--- config.mk ---
export PLATFORM = sky130hd
export DESIGN_NAME = supply_voltage_wake_qualifier_flat
export DESIGN_NICKNAME = d
export VERILOG_FILES = /design/src/rtl/svwq_pkg.sv /design/src/rtl/svwq_ifs.sv /design/src/rtl/svwq_front.sv /design/src/rtl/svwq_fifo.sv /design/src/rtl/svwq_back.sv /design/src/rtl/supply_voltage_wake_qualifier.sv /design/src/flat_wrapper.sv
export VERILOG_INCLUDE_DIRS = /design/src /design/src/rtl
export SDC_FILE = /design/constraint.sdc
export NUM_CORES = 1
export LEC_CHECK = 0
export BUFFER_PORTS_ARGS = -buffer_cell sky130_fd_sc_hd__buf_2
export CORE_ASPECT_RATIO = 1.75
export CORE_MARGIN = 5
export CORE_UTILIZATION = 62
export CTS_CLUSTER_DIAMETER = 200
export DETAILED_ROUTE_END_ITERATION = 8
export PLACE_DENSITY = 0.79
export SYNTH_ARGS = -nofsm -noshare
export SYNTH_HDL_FRONTEND = slang
export SYNTH_HIERARCHICAL = 1
export SYNTH_SLANG_ARGS = --single-unit
export TNS_END_PERCENT = 10
--- constraint.sdc ---
create_clock -name clk -period 6.95 [get_ports clk]
set_input_delay 0.695 -clock clk [delete_from_list [all_inputs] [get_ports clk]]
set_output_delay 0.695 -clock clk [all_outputs]
set_load 0.05 [all_outputs]
--- src/rtl/supply_voltage_wake_qualifier_defines.svh ---
// Assertion macros for the supply voltage wake qualifier.
// Included by the RTL files that carry concurrent checks; no other dependencies.
`ifndef SUPPLY_VOLTAGE_WAKE_QUALIFIER_DEFINES_SVH
`define SUPPLY_VOLTAGE_WAKE_QUALIFIER_DEFINES_SVH

// Same-cycle implication under an active-low reset.
`define SVWQ_ASSERT_IMP(lbl, clk, rst_n, ante, cons) \
    lbl: assert property (@(posedge clk) disable iff (!rst_n) (ante) |-> (cons)) \
        else $error("svwq: same-cycle check failed");

// Next-cycle implication under an active-low reset.
`define SVWQ_ASSERT_NXT(lbl, clk, rst_n, ante, cons) \
    lbl: assert property (@(posedge clk) disable iff (!rst_n) (ante) |=> (cons)) \
        else $error("svwq: next-cycle check failed");

`endif

--- src/rtl/svwq_pkg.sv ---
// Shared types and constants of the supply voltage wake qualifier.
// No dependencies; every other RTL file but the defines header uses this package.
package svwq_pkg;

    localparam int RAW_W      = 12;
    localparam int MV_W       = 16;
    localparam int CFG_IDX_W  = 4;
    localparam int CFG_DATA_W = 16;
    localparam int QCNT_W     = 2;

    localparam int QDEPTH     = 2;
    localparam int QPTR_W     = 1;
    localparam int QFILL_W    = 2;

    localparam logic [CFG_IDX_W-1:0] CFG_WAKE_THR   = 4'd0;
    localparam logic [CFG_IDX_W-1:0] CFG_WAKE_HYST  = 4'd1;
    localparam logic [CFG_IDX_W-1:0] CFG_CAL_OFFSET = 4'd2;
    localparam logic [CFG_IDX_W-1:0] CFG_HOLDOFF    = 4'd3;

    localparam logic [RAW_W:0]      SETTLE_LIMIT = 13'd10;
    localparam logic [QCNT_W-1:0]   QUALIFY_MAX  = 2'd3;
    localparam logic [MV_W-1:0]     MV_MAX       = 16'hFFFF;

    // pin_mv = raw * 3300 / 4095, divide by 4095 as multiply by ceil(2^36/4095)
    localparam logic [11:0] PIN_SCALE  = 12'd3300;
    localparam logic [24:0] PIN_RECIP  = 25'd16781314;
    localparam int          PIN_SHIFT  = 36;
    // supply_mv = pin_mv * 115 / 91, divide by 91 as multiply by ceil(2^26/91)
    localparam logic [6:0]  SUP_SCALE  = 7'd115;
    localparam logic [19:0] SUP_RECIP  = 20'd737461;
    localparam int          SUP_SHIFT  = 26;

    typedef struct packed {
        logic             push;
        logic [RAW_W-1:0] sample;
    } q_push_t;

    typedef struct packed {
        logic             full;
        logic             empty;
        logic [RAW_W-1:0] head;
    } q_status_t;

endpackage

--- src/rtl/svwq_ifs.sv ---
// Handshake channels of the supply voltage wake qualifier: samples, results, config.
// Depends on svwq_pkg for field widths.
interface svwq_sample_if;
    logic                         valid;
    logic                         ready;
    logic [svwq_pkg::RAW_W-1:0]   raw_sample;
    logic                         round_start;
    modport source (output valid, output raw_sample, output round_start, input ready);
    modport sink   (input valid, input raw_sample, input round_start, output ready);
endinterface

interface svwq_result_if;
    logic                         valid;
    logic                         ready;
    logic [svwq_pkg::MV_W-1:0]    voltage_mv;
    logic                         in_holdoff;
    logic                         wake;
    modport source (output valid, output voltage_mv, output in_holdoff, output wake,
                    input ready);
    modport sink   (input valid, input voltage_mv, input in_holdoff, input wake,
                    output ready);
endinterface

interface svwq_cfg_if;
    logic                            valid;
    logic                            ready;
    logic [svwq_pkg::CFG_IDX_W-1:0]  index;
    logic [svwq_pkg::CFG_DATA_W-1:0] data;
    modport source (output valid, output index, output data, input ready);
    modport sink   (input valid, input index, input data, output ready);
endinterface

--- src/rtl/svwq_front.sv ---
// Front end: accepts sample beats, tracks the settling pair, queues settled readings.
// Depends on svwq_pkg and svwq_ifs.
`include "supply_voltage_wake_qualifier_defines.svh"
module svwq_front (
    input  logic                clk,
    input  logic                rst_n,
    svwq_sample_if.sink         samples,
    input  svwq_pkg::q_status_t q_status,
    output svwq_pkg::q_push_t   q_push
);
    import svwq_pkg::*;

    logic [RAW_W-1:0] prev_sample_reg;
    logic [RAW_W-1:0] prev_sample_next;
    logic             prev_valid_reg;
    logic             prev_valid_next;
    logic             accept;
    logic             first;
    logic [RAW_W:0]   diff;
    logic             settled;

    assign samples.ready = !q_status.full;
    assign accept        = samples.valid && samples.ready;
    assign first         = samples.round_start || !prev_valid_reg;
    assign diff          = (samples.raw_sample >= prev_sample_reg)
                         ? {1'b0, samples.raw_sample} - {1'b0, prev_sample_reg}
                         : {1'b0, prev_sample_reg} - {1'b0, samples.raw_sample};
    assign settled       = !first && (diff < SETTLE_LIMIT);

    always_comb
    begin
        prev_sample_next = prev_sample_reg;
        prev_valid_next  = prev_valid_reg;
        q_push.push      = 1'b0;
        q_push.sample    = samples.raw_sample;
        if (accept)
        begin
            if (settled)
            begin
                prev_valid_next = 1'b0;
                q_push.push     = 1'b1;
            end
            else
            begin
                prev_sample_next = samples.raw_sample;
                prev_valid_next  = 1'b1;
            end
        end
    end

    always_ff @(posedge clk or negedge rst_n)
    begin
        if (!rst_n)
        begin
            prev_valid_reg <= 1'b0;
        end
        else
        begin
            prev_valid_reg <= prev_valid_next;
        end
    end

    always_ff @(posedge clk)
    begin
        prev_sample_reg <= prev_sample_next;
    end

    `SVWQ_ASSERT_IMP(a_front_no_push_full, clk, rst_n, q_push.push, !q_status.full)
    `SVWQ_ASSERT_NXT(a_front_push_ends_pair, clk, rst_n, q_push.push, !prev_valid_reg)
endmodule

--- src/rtl/svwq_fifo.sv ---
// Two-entry queue of settled raw samples between front and back.
// Depends on svwq_pkg.
module svwq_fifo (
    input  logic                clk,
    input  logic                rst_n,
    input  svwq_pkg::q_push_t   q_push,
    input  logic                pop,
    output svwq_pkg::q_status_t q_status
);
    import svwq_pkg::*;

    logic [RAW_W-1:0]   mem [QDEPTH];
    logic [QPTR_W-1:0]  wr_ptr_reg;
    logic [QPTR_W-1:0]  rd_ptr_reg;
    logic [QFILL_W-1:0] fill_reg;
    logic [QFILL_W-1:0] fill_next;

    assign q_status.full  = (fill_reg == QFILL_W'(QDEPTH));
    assign q_status.empty = (fill_reg == '0);
    assign q_status.head  = mem[rd_ptr_reg];

    always_comb
    begin
        fill_next = fill_reg;
        if (q_push.push && !pop)
        begin
            fill_next = fill_reg + 1'b1;
        end
        else if (pop && !q_push.push)
        begin
            fill_next = fill_reg - 1'b1;
        end
    end

    always_ff @(posedge clk or negedge rst_n)
    begin
        if (!rst_n)
        begin
            wr_ptr_reg <= '0;
            rd_ptr_reg <= '0;
            fill_reg   <= '0;
        end
        else
        begin
            fill_reg <= fill_next;
            if (q_push.push)
            begin
                wr_ptr_reg <= wr_ptr_reg + 1'b1;
            end
            if (pop)
            begin
                rd_ptr_reg <= rd_ptr_reg + 1'b1;
            end
        end
    end

    always_ff @(posedge clk)
    begin
        if (q_push.push)
        begin
            mem[wr_ptr_reg] <= q_push.sample;
        end
    end
endmodule

--- src/rtl/svwq_back.sv ---
// Back end: config registers, multi-cycle millivolt conversion, hold-off and wake logic,
// result register. Depends on svwq_pkg and svwq_ifs.
`include "supply_voltage_wake_qualifier_defines.svh"
module svwq_back (
    input  logic                clk,
    input  logic                rst_n,
    input  svwq_pkg::q_status_t q_status,
    output logic                pop,
    svwq_cfg_if.sink            cfg,
    svwq_result_if.source       results
);
    import svwq_pkg::*;

    localparam logic [2:0] ST_IDLE = 3'd0;
    localparam logic [2:0] ST_DIV1 = 3'd1;
    localparam logic [2:0] ST_MUL2 = 3'd2;
    localparam logic [2:0] ST_DIV2 = 3'd3;
    localparam logic [2:0] ST_OUT  = 3'd4;

    logic [2:0]        state_reg;
    logic [2:0]        state_next;

    logic [MV_W-1:0]   thr_reg;
    logic [MV_W-1:0]   hyst_reg;
    logic [MV_W-1:0]   offset_reg;
    logic [MV_W-1:0]   limit_reg;
    logic [MV_W:0]     limit_sum;

    logic [23:0]       x_reg;
    logic [12:0]       pin_reg;
    logic [18:0]       y_reg;
    logic [12:0]       sup_reg;
    logic [48:0]       prod1;
    logic [19:0]       prod2;
    logic [38:0]       prod3;

    logic signed [17:0] sum_mv;
    logic [MV_W-1:0]   mv;
    logic              hit;

    logic [MV_W-1:0]   holdoff_reg;
    logic [MV_W-1:0]   holdoff_next;
    logic [QCNT_W-1:0] qual_reg;
    logic [QCNT_W-1:0] qual_next;
    logic              wake_reg;
    logic              wake_next;
    logic              held;

    logic              out_valid_reg;
    logic [MV_W-1:0]   out_mv_reg;
    logic              out_held_reg;
    logic              out_wake_reg;

    logic              cfg_wr;
    logic              fire;

    assign cfg.ready = 1'b1;
    assign cfg_wr    = cfg.valid && cfg.ready;

    assign results.valid      = out_valid_reg;
    assign results.voltage_mv = out_mv_reg;
    assign results.in_holdoff = out_held_reg;
    assign results.wake       = out_wake_reg;

    assign pop  = (state_reg == ST_IDLE) && !q_status.empty;
    assign fire = (state_reg == ST_OUT) && (!out_valid_reg || results.ready);

    assign limit_sum = {1'b0, thr_reg} + {1'b0, hyst_reg};
    assign prod1 = {25'd0, x_reg} * {24'd0, PIN_RECIP};
    assign prod2 = {7'd0, pin_reg} * {13'd0, SUP_SCALE};
    assign prod3 = {20'd0, y_reg} * {19'd0, SUP_RECIP};

    assign sum_mv = $signed({5'd0, sup_reg}) + $signed({{2{offset_reg[MV_W-1]}}, offset_reg});
    assign mv     = sum_mv[17] ? '0 : sum_mv[MV_W-1:0];
    assign hit    = (mv >= limit_reg);
    assign held   = (holdoff_reg != '0);

    always_comb
    begin
        state_next = state_reg;
        case (state_reg)
            ST_IDLE:
            begin
                if (pop)
                begin
                    state_next = ST_DIV1;
                end
            end
            ST_DIV1: state_next = ST_MUL2;
            ST_MUL2: state_next = ST_DIV2;
            ST_DIV2: state_next = ST_OUT;
            ST_OUT:
            begin
                if (fire)
                begin
                    state_next = ST_IDLE;
                end
            end
            default: state_next = ST_IDLE;
        endcase
    end

    always_comb
    begin
        holdoff_next = holdoff_reg;
        qual_next    = qual_reg;
        wake_next    = wake_reg;
        if (fire)
        begin
            if (held)
            begin
                holdoff_next = holdoff_reg - 1'b1;
            end
            else
            begin
                if (hit)
                begin
                    qual_next = (qual_reg == QUALIFY_MAX) ? qual_reg : qual_reg + 1'b1;
                end
                else
                begin
                    qual_next = '0;
                end
                if (qual_next == QUALIFY_MAX)
                begin
                    wake_next = 1'b1;
                end
            end
        end
        if (cfg_wr && (cfg.index == CFG_HOLDOFF))
        begin
            holdoff_next = cfg.data;
        end
    end

    always_ff @(posedge clk or negedge rst_n)
    begin
        if (!rst_n)
        begin
            state_reg     <= ST_IDLE;
            thr_reg       <= '0;
            hyst_reg      <= '0;
            offset_reg    <= '0;
            limit_reg     <= '0;
            holdoff_reg   <= '0;
            qual_reg      <= '0;
            wake_reg      <= 1'b0;
            out_valid_reg <= 1'b0;
        end
        else
        begin
            state_reg   <= state_next;
            holdoff_reg <= holdoff_next;
            qual_reg    <= qual_next;
            wake_reg    <= wake_next;
            limit_reg   <= limit_sum[MV_W] ? MV_MAX : limit_sum[MV_W-1:0];
            if (cfg_wr)
            begin
                case (cfg.index)
                    CFG_WAKE_THR:   thr_reg    <= cfg.data;
                    CFG_WAKE_HYST:  hyst_reg   <= cfg.data;
                    CFG_CAL_OFFSET: offset_reg <= cfg.data;
                    default:        ;
                endcase
            end
            if (fire)
            begin
                out_valid_reg <= 1'b1;
            end
            else if (results.ready)
            begin
                out_valid_reg <= 1'b0;
            end
        end
    end

    always_ff @(posedge clk)
    begin
        if (pop)
        begin
            x_reg <= 24'(q_status.head) * 24'(PIN_SCALE);
        end
        pin_reg <= prod1[48:PIN_SHIFT];
        y_reg   <= prod2[18:0];
        sup_reg <= prod3[38:SUP_SHIFT];
        if (fire)
        begin
            out_mv_reg   <= mv;
            out_held_reg <= held;
            out_wake_reg <= wake_next;
        end
    end

    `SVWQ_ASSERT_NXT(a_back_wake_sticky, clk, rst_n, wake_reg, wake_reg)
    `SVWQ_ASSERT_NXT(a_back_qual_wakes, clk, rst_n, fire && (qual_next == QUALIFY_MAX), wake_reg)
    `SVWQ_ASSERT_NXT(a_back_holdoff_dec, clk, rst_n, fire && held && !cfg_wr, holdoff_reg == $past(holdoff_reg) - 1'b1)
    `SVWQ_ASSERT_IMP(a_back_held_keeps_qual, clk, rst_n, fire && held, qual_next == qual_reg)
endmodule

--- src/rtl/supply_voltage_wake_qualifier.sv ---
// A settled reading goes via the two-entry queue to the idle back end: x_reg, pin_reg,
// y_reg, sup_reg, result register; results.ready can stall it, and no new reading is
// popped meanwhile. Sample beats are taken every cycle while the queue has room.
// Configuration writes are always accepted (ready is always high).
// Reset (rst_n low, asynchronous) clears the pair tracker, queue, counters, wake flag
// and config registers; the block is ready as soon as reset is released.
module supply_voltage_wake_qualifier (
    input  logic           clk,
    input  logic           rst_n,
    svwq_sample_if.sink    samples,
    svwq_cfg_if.sink       cfg,
    svwq_result_if.source  results
);
    import svwq_pkg::*;

    q_push_t   q_push;
    q_status_t q_status;
    logic      pop;

    svwq_front u_front (
        .clk      (clk),
        .rst_n    (rst_n),
        .samples  (samples),
        .q_status (q_status),
        .q_push   (q_push)
    );

    svwq_fifo u_fifo (
        .clk      (clk),
        .rst_n    (rst_n),
        .q_push   (q_push),
        .pop      (pop),
        .q_status (q_status)
    );

    svwq_back u_back (
        .clk      (clk),
        .rst_n    (rst_n),
        .q_status (q_status),
        .pop      (pop),
        .cfg      (cfg),
        .results  (results)
    );
endmodule
--- src/flat_wrapper.sv ---
// flat-port wrapper written by rule: the top's interface ports become plain ports
module supply_voltage_wake_qualifier_flat import svwq_pkg::*;
  (clk, rst_n, samples_valid, samples_raw_sample, samples_round_start, samples_ready, cfg_valid, cfg_index, cfg_data, cfg_ready, results_valid, results_voltage_mv, results_in_holdoff, results_wake, results_ready);
  svwq_sample_if samples_i ();
  svwq_cfg_if cfg_i ();
  svwq_result_if results_i ();
  input  logic clk;
  input  logic rst_n;
  input wire logic [$bits(samples_i.valid)-1:0] samples_valid;
  input wire logic [$bits(samples_i.raw_sample)-1:0] samples_raw_sample;
  input wire logic [$bits(samples_i.round_start)-1:0] samples_round_start;
  output wire logic [$bits(samples_i.ready)-1:0] samples_ready;
  input wire logic [$bits(cfg_i.valid)-1:0] cfg_valid;
  input wire logic [$bits(cfg_i.index)-1:0] cfg_index;
  input wire logic [$bits(cfg_i.data)-1:0] cfg_data;
  output wire logic [$bits(cfg_i.ready)-1:0] cfg_ready;
  output wire logic [$bits(results_i.valid)-1:0] results_valid;
  output wire logic [$bits(results_i.voltage_mv)-1:0] results_voltage_mv;
  output wire logic [$bits(results_i.in_holdoff)-1:0] results_in_holdoff;
  output wire logic [$bits(results_i.wake)-1:0] results_wake;
  input wire logic [$bits(results_i.ready)-1:0] results_ready;
  assign samples_i.valid = samples_valid;
  assign samples_i.raw_sample = samples_raw_sample;
  assign samples_i.round_start = samples_round_start;
  assign samples_ready = samples_i.ready;
  assign cfg_i.valid = cfg_valid;
  assign cfg_i.index = cfg_index;
  assign cfg_i.data = cfg_data;
  assign cfg_ready = cfg_i.ready;
  assign results_valid = results_i.valid;
  assign results_voltage_mv = results_i.voltage_mv;
  assign results_in_holdoff = results_i.in_holdoff;
  assign results_wake = results_i.wake;
  assign results_i.ready = results_ready;
  supply_voltage_wake_qualifier u_core (.clk(clk), .rst_n(rst_n), .samples(samples_i), .cfg(cfg_i), .results(results_i));
endmodule
==> summary.md, run 1 <==
| Metric | Value |
|---|---|
| Ports | 59 |
| Post-Syn Area per Cell | 10.4 um^2 |
| CTS clk-pin slew, worst paths | 0.07 ns |
| Max incr delay on CP | 0.69 ns |
| Tcrit/Tclk final | 87.9% |
| RSZ-0062 raised after global routing | false |
| Slew margin rel. | 20.1% |
| Drt total wl | 44,700 um |
| Skew-Pair Late Insertion Delay | 0.52 ns |
| Most frequent CP cell | fa_1 |
| WL/cell | 18.0 um |
| DRC errors left | 0 |
| Post-Synthesis Net Count | 2,625 |
| GPL Wtd Cong | 0.950 |
| GR Overflow Total | 0 |
| Clock H-tree levels | 1 |
| Vias per Instance | 5.75 |
| Critical Path Source Type | register |
| Crit path kind | register to register |
| CP bufs+invs | 2 |
| IO Port Bufs | 57 |
| DRT Pass-1 Iters | 5 |
| Dpl hpwl | 37,800 um |
| Yosys warns | 6 |
| Vias in the first global route | 15,300 |
| Sinks on Clock Net | 213 |
| TritonCTS clock tree | done |
| Seq. cell area | 5490 um^2 |
| Fillers | 2,565 |
| Clk buf depth | 3 |
| Post-synthesis cell area | 20,800 um^2 |
| Antenna Cells | 0 |
| Initial core utilization | 62.9% |
| CTS-repair resized insts | 0 |
| Die Area | 37,400 um^2 |
| Number of setup buffers added after CTS | 0 |
| Die height | 252 um |
| Most frequent cells after synthesis | 431 x ha_1, 375 x inv_1, 151 x fa_1 |
| Worst slew pin tran | 1.20 ns |
| Initial antenna violation count | 0 |
| Final setup fails | 0 |
| Final antenna-violating net count | 0 |
| Nets | 2,678 |
| Largest net degree at the start of global routing | 72 |
| TritonCTS buffer count | 21 |
| Die X | 148 um |
| Fin Clk Skew | 0.0109 ns |
| Main flop type after synthesis | dfrtp_1 |
| Slowest CP cell | dfrtp_1 |
| EDFF count, synth | 76 |
| Initial DRC Count | 675 |
| Final Max Tran Viols | 0 |
| Kind of cell adding the most delay to the critical path | adder cells |
| Worst reg-to-reg setup slack | 0.84 ns |
| Tmin final | 6.11 ns |
| Critical Path AT | 6.38 ns |
| Maximum fanout along the worst path | 11 |
| Flops & latches, synth | 213 |
| Hold buffers post-CTS | 0 |
| CORE AREA | 33,000 um^2 |
| Post-synth cell types | 84 |
| Layout cells sized above 1 | 8.68% |
| Most frequent cell after synthesis | ha_1 |
| First-pass GRT wire length | 73,500 um |
| Cell chain of the critical path | mux2_2 -> ha_1 -> inv_1 -> fa_1 -> fa_1 -> inv_1 -> fa_1 -> fa_1 -> ha_1 -> or3_4 -> or4_1 -> o221a_1 -> and4_4 -> o31a_1 -> a21o_1 -> a21oi_2 -> xnor2_1 |
| Gr usage total | 24.4% |
| Synth area leader | ha_1 |
| Vias | 14,300 |
| Row count | 88 |
| Largest register FFs | 24 |
| Status | finished, final reports clean |
| F_max | 0.164 GHz |
| Final Hold Vio Count | 0 |
| Worst path required time | 7.21 ns |
| MaxCap Viol Count | 0 |
| Ys async rst share | 43.2% |
| Clock Tree Root | clkbuf_16 |
| Crit Reg-Reg Startpoint | u_core/u_fifo/rd_ptr_reg$_DFFE_PN0P_ |
| Setup TNS | 0 ns |
| Hold Path Class | input port to asynchronous set/reset pin |
| Top-area cell type share of the netlist area | 25.9% |
| Sequential share of the synthesized area | 26.4% |
| Crit. End Element | register |
| Multi-input gate area | 13,700 um^2 |
| Crit. Startpoint | u_core/u_fifo/rd_ptr_reg$_DFFE_PN0P_ |
| Largest cells by area after synthesis | ha_1 26%, fa_1 15%, dfrtp_1 11%, edfxtp_1 11%, inv_1 6.8% |
| Cells after Synth | 2,005 |
| Area Growth Syn to Fin | 6.83% |
## worst register-to-register path, stage by stage, from the launching register on
cell and delay, ns:
dfrtp_1 0.69, mux2_2 0.43, ha_1 0.32, inv_1 0.07, fa_1 0.51, fa_1 0.55, inv_1 0.06, fa_1 0.56
fa_1 0.43, ha_1 0.24, or3_4 0.41, or4_1 0.42, o221a_1 0.26, and4_4 0.20, o31a_1 0.32, a21o_1 0.19
a21oi_2 0.14, xnor2_1 0.07
## area by class of cell
| class | instances | area share, % |
|---|---|---|
| Multi-Input combinational cell | 1383 | 61.7 |
| Sequential cell | 213 | 24.7 |
| Inverter | 375 | 6.34 |
| Clock buffer | 28 | 2.72 |
| Tap cell | 405 | 2.28 |
| Timing Repair Buffer | 64 | 1.53 |
| Clock inverter | 10 | 0.749 |
## cell families after synthesis
kind of cell / after synthesis / synth area share (%)
buffers and inverters: 409 / 7.80
other: 1 / 0.0180
xor gates and xnor gates: 100 / 4.21
DFF: 213 / 26.4
muxes: 63 / 3.55
AOI/OAI and AO/OA: 298 / 9.32
adders and majority gates: 582 / 40.5
and+or+nand+nor: 339 / 8.22
## metrics by stage
step	area (um^2)	setup WS (ns)	cells	util (%)	hold WS [ns]
2_1_floorplan	20800	1.30	2005	-	0.394
3_3_place_gp	21400	0.945	2440	64.9	0.464
3_5_place_dp	21400	0.868	2440	64.9	0.467
4_1_cts	22200	0.834	2478	67.2	0.0540
5_1_grt	22200	0.652	2478	67.2	0.0655
6_report	22200	0.839	2478	67.2	0.0640
## cell usage in the layout, fill, tap and decap left out, types with 20 or more instances in the layout
cell type and n:
ha_1 431, mux2_2 50, xnor2_1 63, fa_1 151, dfxtp_1 45, nand2b_1 20, buf_2 56, a21oi_1 98
nor2b_1 22, nor3_1 28, a21o_1 41, clkbuf_16 22, xor2_1 37, nor2_1 99, nand2_1 67, nand3_1 27
dfrtp_1 92, inv_1 375, o21ai_0 49, edfxtp_1 76
## metal layers
metal | global-route usage (%) | wire length, um | part of all wire, % | vias to the layer above
met1 | 23.9 | 15000 | 34 | 6950
li1 | - | - | - | 6888
met4 | 12.8 | 2650 | 5.9 | 0
met2 | 49.5 | 25600 | 57 | 288
met3 | 1.99 | 1420 | 3.2 | 124
met5 | 0 | 0 | 0 | -
## final timing paths
path                                                                    end  cells past startpoint
max in group asynchronous         u_core/u_back/holdoff_reg[15]$_DFFE_PN0P_                      2
min in group clk                u_core/u_front/prev_sample_reg[3]$_DFFE_PP_                      1
worst min-delay path              u_core/u_back/holdoff_reg[11]$_DFFE_PN0P_                      1
worst max-delay path                      u_core/u_back/x_reg[23]$_DFFE_PP_                     17
worst max register to register            u_core/u_back/x_reg[23]$_DFFE_PP_                     17
worst min register to register               u_core/u_back/y_reg[0]$_DFF_P_                      0
Power of run 1 is not shown: default switching activity piles up to over one toggle a cycle in this logic, so the estimate is an artifact.
==> inputs of run 2 (changes only) <==
--- a/config.mk
+++ b/config.mk
@@ -9,10 +9,9 @@
 export BUFFER_PORTS_ARGS = -buffer_cell sky130_fd_sc_hd__buf_2
 export CORE_ASPECT_RATIO = 1.75
 export CORE_MARGIN = 5
-export CORE_UTILIZATION = 62
+export CORE_UTILIZATION = 40
 export CTS_CLUSTER_DIAMETER = 200
 export DETAILED_ROUTE_END_ITERATION = 8
-export PLACE_DENSITY = 0.79
 export SYNTH_ARGS = -nofsm -noshare
 export SYNTH_HDL_FRONTEND = slang
 export SYNTH_HIERARCHICAL = 1
==> summary.md, run 2 (synthesis gave the netlist of run 1 again) <==
| Metric | Value |
|---|---|
| Status | finished, final reports clean |
| Fillers | 4,968 |
| Clock Tree Root | clkbuf_16 |
| Ports | 59 |
| Leading cell type in the layout, fill and taps excluded | ha_1 |
| DRT Pass-1 Iters | 5 |
| Commonest non-fill, non-tap cells in the layout | 431 x ha_1, 375 x inv_1, 151 x fa_1 |
| Die Area | 56,800 um^2 |
| Fin Clk Skew | 0.0233 ns |
| Final setup fails | 0 |
| Fin area | 22,600 um^2 |
| WL/cell | 16.3 um |
| Gr usage total | 16.0% |
| GPL Wtd Cong | 0.918 |
| Hold Crit Depth | 1 |
| Most frequent CP cell | fa_1 |
| Largest register FFs | 24 |
| Die height | 312 um |
| Worst reg-to-reg setup slack | 0.91 ns |
| Skew-Pair Late Insertion Delay | 0.53 ns |
| First-pass GRT wire length | 74,600 um |
| Nets | 2,684 |
| TritonCTS clock tree | done |
| Initial DRC Count | 387 |
| Cell Area, Placed | 21,800 um^2 |
| Drt total wl | 45,000 um |
| CORE AREA | 51,500 um^2 |
| Largest net degree at the start of global routing | 82 |
| Maximum fanout along the worst path | 7 |
| Initial core utilization | 40.4% |
| Crit. End Element | register |
| Row count | 110 |
| Critical Path Source Type | register |
| Die X | 182 um |
| CTS-repair resized insts | 0 |
| Vias per Instance | 5.08 |
| Dpl hpwl | 38,800 um |
| Slew margin rel. | 29.9% |
| RSZ-0062 raised after global routing | false |
| Reg2reg path depth | 18 |
| Critical Path AT | 6.31 ns |
| MaxCap Viol Count | 0 |
| Clk buf depth | 3 |
| Worst path required time | 7.23 ns |
| Sinks on Clock Net | 213 |
| F_max | 0.166 GHz |
| Initial antenna violation count | 1 |
| Layout cells sized above 1 | 9.03% |
| CTS clk-pin slew, worst paths | 0.07 ns |
| Final Max Tran Viols | 0 |
| Cell chain of the critical path | buf_4 -> mux2_4 -> ha_1 -> inv_1 -> fa_1 -> fa_1 -> inv_1 -> fa_1 -> fa_1 -> ha_1 -> or3_4 -> or4_1 -> o221a_1 -> and4_4 -> o31a_1 -> a21o_1 -> a21oi_2 -> xnor2_1 |
| Hold Path Class | input port to register |
| Final Hold Vio Count | 0 |
| Max incr delay on CP | 0.55 ns |
| DRC errors left | 0 |
| Final antenna-violating net count | 0 |
| Vias | 14,000 |
| Tcrit/Tclk final | 86.8% |
| Worst slew pin tran | 1.05 ns |
| Crit path kind | register to register |
| IO Port Bufs | 57 |
| Tmin final | 6.04 ns |
| Setup TNS | 0 ns |
| TritonCTS buffer count | 23 |
| Clock H-tree levels | 1 |
| Slowest CP cell | fa_1 |
| Vias in the first global route | 15,600 |
| Area Growth Syn to Fin | 8.70% |
| GR Overflow Total | 0 |
run 2: per-stage QoR:
step	setup slack [ns]	utilization [%]	std cells	hold slack (ns)
final	0.915	43.9	2754	0.412
after detailed placement	0.899	42.3	2710	0.456
after CTS	0.891	43.9	2753	0.382
after global routing	0.689	43.9	2754	0.397
after floorplan	1.30	-	2005	0.394
after global placement	0.935	42.3	2710	0.450
run 2: cell type report:
type,instances,area (um^2),area share (%)
multi-input cells,1383,13700,60.6
well taps,672,841,3.72
diodes,1,2.50,0.0111
flip-flops and latches,213,5490,24.3
clock inverters,14,164,0.725
inverters,375,1410,6.23
clock buffers,28,626,2.77
repair buffers,68,373,1.65
run 2: repair_timing:
| item | in CTS | in global routing |
|---|---|---|
| setup buffers | 0 | 0 |
| hold endpoints to repair | 11 | 0 |
| hold buffers | 1 | 0 |
run 2: worst max-delay path: cells and delay by family (launching register included):
family,cells,cell delay [ns]
AND/OR/NAND/NOR,3,1.02
buffers and inverters,3,0.42
multiplexers,1,0.35
XOR/XNOR,1,0.07
AO/OA/AOI/OAI,4,0.89
flip-flops,1,0.53
adder cells (fa/ha/maj),6,2.52
run 2: final timing paths:
kind / start / end
setup / recovery: u_core/u_fifo/rd_ptr_reg$_DFFE_PN0P_ / u_core/u_back/x_reg[23]$_DFFE_PP_
max in group asynchronous: rst_n / u_core/u_back/hyst_reg[0]$_DFFE_PN0P_
setup reg to reg: u_core/u_fifo/rd_ptr_reg$_DFFE_PN0P_ / u_core/u_back/x_reg[23]$_DFFE_PP_
hold / removal: samples_raw_sample[3] / u_core/u_front/prev_sample_reg[3]$_DFFE_PP_
min in group asynchronous: rst_n / u_core/u_back/thr_reg[13]$_DFFE_PN0P_
hold reg to reg: u_core/u_back/pin_reg[0]$_DFF_P_ / u_core/u_back/y_reg[0]$_DFF_P_
run 2: routing by layer:
| layer | up-vias | GRT usage [%] | part of all wire [%] |
|---|---|---|---|
| met5 | - | 0 | 0 |
| met4 | 0 | 6.85 | 4.8 |
| met3 | 102 | 1.28 | 2.1 |
| met2 | 196 | 33.1 | 58 |
| met1 | 6797 | 15.8 | 35 |
| li1 | 6908 | - | - |
Power of run 2 is left out for the same reason.
==> inputs of run 3 (changes only) <==
--- a/config.mk
+++ b/config.mk
@@ -10,6 +10,7 @@
 export CORE_ASPECT_RATIO = 1.75
 export CORE_MARGIN = 5
 export CORE_UTILIZATION = 40
+export CTS_BUF_LIST = sky130_fd_sc_hd__clkbuf_8
 export CTS_CLUSTER_DIAMETER = 200
 export DETAILED_ROUTE_END_ITERATION = 8
 export SYNTH_ARGS = -nofsm -noshare
==> summary.md, run 3 (synthesis gave the netlist of run 1 again) <==
| Metric | Value |
|---|---|
| Area Growth Syn to Fin | 8.15% |
| Critical Path Source Type | register |
| IO Port Bufs | 57 |
| Skew-Pair Late Insertion Delay | 0.54 ns |
| Layout cells sized above 1 | 9.52% |
| Final Max Tran Viols | 0 |
| Worst path required time | 7.22 ns |
| Final worst slack | 0.923 ns |
| Pre-CTS WS | 0.899 ns |
| Worst slew pin tran | 1.05 ns |
| Initial core utilization | 40.4% |
| Dpl cells | 2,710 |
| Reg2reg path depth | 18 |
| Hold Path Class | input port to register |
| Dpl hpwl | 38,800 um |
| DRT Pass-1 Iters | 5 |
| Final setup fails | 0 |
| Crit. End Element | register |
| Worst reg-to-reg setup slack | 0.92 ns |
| Setup TNS | 0 ns |
| Vias in the first global route | 15,600 |
| Crit Reg-Reg Startpoint | u_core/u_fifo/rd_ptr_reg$_DFFE_PN0P_ |
| Die Area | 56,800 um^2 |
| Slew margin rel. | 30.0% |
| Fillers | 4,995 |
| WL/cell | 16.2 um |
| Tmin final | 6.03 ns |
| GPL Wtd Cong | 0.918 |
| Largest register FFs | 24 |
| Critical Path AT | 6.30 ns |
| Vias per Instance | 5.07 |
| Row count | 110 |
| Initial DRC Count | 436 |
| Crit. Startpoint | u_core/u_fifo/rd_ptr_reg$_DFFE_PN0P_ |
| CORE AREA | 51,500 um^2 |
| Cell chain of the critical path | buf_4 -> mux2_4 -> ha_1 -> inv_1 -> fa_1 -> fa_1 -> inv_1 -> fa_1 -> fa_1 -> ha_1 -> or3_4 -> or4_1 -> o221a_1 -> and4_4 -> o31a_1 -> a21o_1 -> a21oi_2 -> xnor2_1 |
| MaxCap Viol Count | 0 |
| Slowest CP cell | fa_1 |
| DRC errors left | 0 |
| CTS-repair resized insts | 0 |
| Kind of cell adding the most delay to the critical path | adder cells |
| Final antenna-violating net count | 0 |
| Hold buffers post-CTS | 1 |
| Initial antenna violation count | 2 |
| Die X | 182 um |
| Number of setup buffers added after CTS | 0 |
| Most frequent CP cell | fa_1 |
| Tcrit/Tclk final | 86.7% |
| Die height | 312 um |
| RSZ-0062 raised after global routing | false |
| Status | finished, final reports clean |
| Sinks on Clock Net | 213 |
| Clock H-tree levels | 2 |
| GR Overflow Total | 0 |
| Maximum fanout along the worst path | 7 |
| Worst path depth | 18 |
| Vias | 14,100 |
| Drt total wl | 44,900 um |
| Clk buf depth | 3 |
| CP bufs+invs | 3 |
| Ports | 59 |
| TritonCTS buffer count | 34 |
| F_max | 0.166 GHz |
| CP endpoint | u_core/u_back/x_reg[23]$_DFFE_PP_ |
| Post-Layout Cell Count | 2,774 |
| Clock Tree Root | clkbuf_8 |
| Max incr delay on CP | 0.55 ns |
| Commonest non-fill, non-tap cells in the layout | 431 x ha_1, 385 x inv_1, 151 x fa_1 |
| TritonCTS clock tree | done |
| Nets | 2,695 |
| Largest net degree at the start of global routing | 82 |
| Reg-to-Reg End | u_core/u_back/x_reg[23]$_DFFE_PP_ |
| Leading cell type in the layout, fill and taps excluded | ha_1 |
| Fin Clk Skew | 0.0216 ns |
| First-pass GRT wire length | 74,500 um |
| Gr usage total | 16.1% |
| Crit path kind | register to register |
| Final Hold Vio Count | 0 |
| CTS clk-pin slew, worst paths | 0.06 ns |
run 3: cell types whose count changed in the layout (fill, tap and decap cells not counted), moves of 3 or more:
cell,before,now
clkinvlp_4,3,0
inv_1,375,385
bufinv_16,3,0
clkbuf_8,1,42
clkbuf_1,3,0
clkbuf_16,24,0
run 3: routing by layer:
layer	vias up	GRT usage, %	part of all wire, %
li1	6926	-	-
met1	6825	15.7	35
met2	201	32.9	58
met3	115	1.51	2.1
met4	0	7.60	5.1
met5	-	0	0
run 3: worst min path at each step:
stage	startpoint	end	slack, ns	cells past startpoint
floorplan	u_core/u_back/pin_reg[0]$_DFF_P_	u_core/u_back/y_reg[0]$_DFF_P_	0.39	0
global placement	u_core/u_back/pin_reg[0]$_DFF_P_	u_core/u_back/y_reg[0]$_DFF_P_	0.45	0
detailed placement	u_core/u_back/pin_reg[0]$_DFF_P_	u_core/u_back/y_reg[0]$_DFF_P_	0.46	0
CTS	samples_raw_sample[3]	u_core/u_front/prev_sample_reg[3]$_DFFE_PP_	0.36	1
global route	samples_raw_sample[3]	u_core/u_front/prev_sample_reg[3]$_DFFE_PP_	0.38	1
finish	samples_raw_sample[3]	u_core/u_front/prev_sample_reg[3]$_DFFE_PP_	0.41	1
run 3: layout make-up:
class / count / area, um^2 / share of cell area [%]
antenna: 2 / 5.00 / 0.0223
clock buffer: 42 / 578 / 2.57
clock inverter: 19 / 93.8 / 0.417
inverter: 375 / 1410 / 6.26
multi-input combinational: 1383 / 13700 / 60.9
sequential: 213 / 5490 / 24.4
tap: 672 / 841 / 3.74
timing repair buffer: 68 / 373 / 1.66
run 3: per-stage QoR:
step | util [%] | hold WS (ns) | instance area, um^2
global placement | 42.3 | 0.450 | 21800
global route | 43.7 | 0.385 | 22500
finish | 43.7 | 0.411 | 22500
CTS | 43.7 | 0.364 | 22500
detailed placement | 42.3 | 0.456 | 21800
floorplan | - | 0.394 | 20800
Power of run 3 is left out for the same reason.
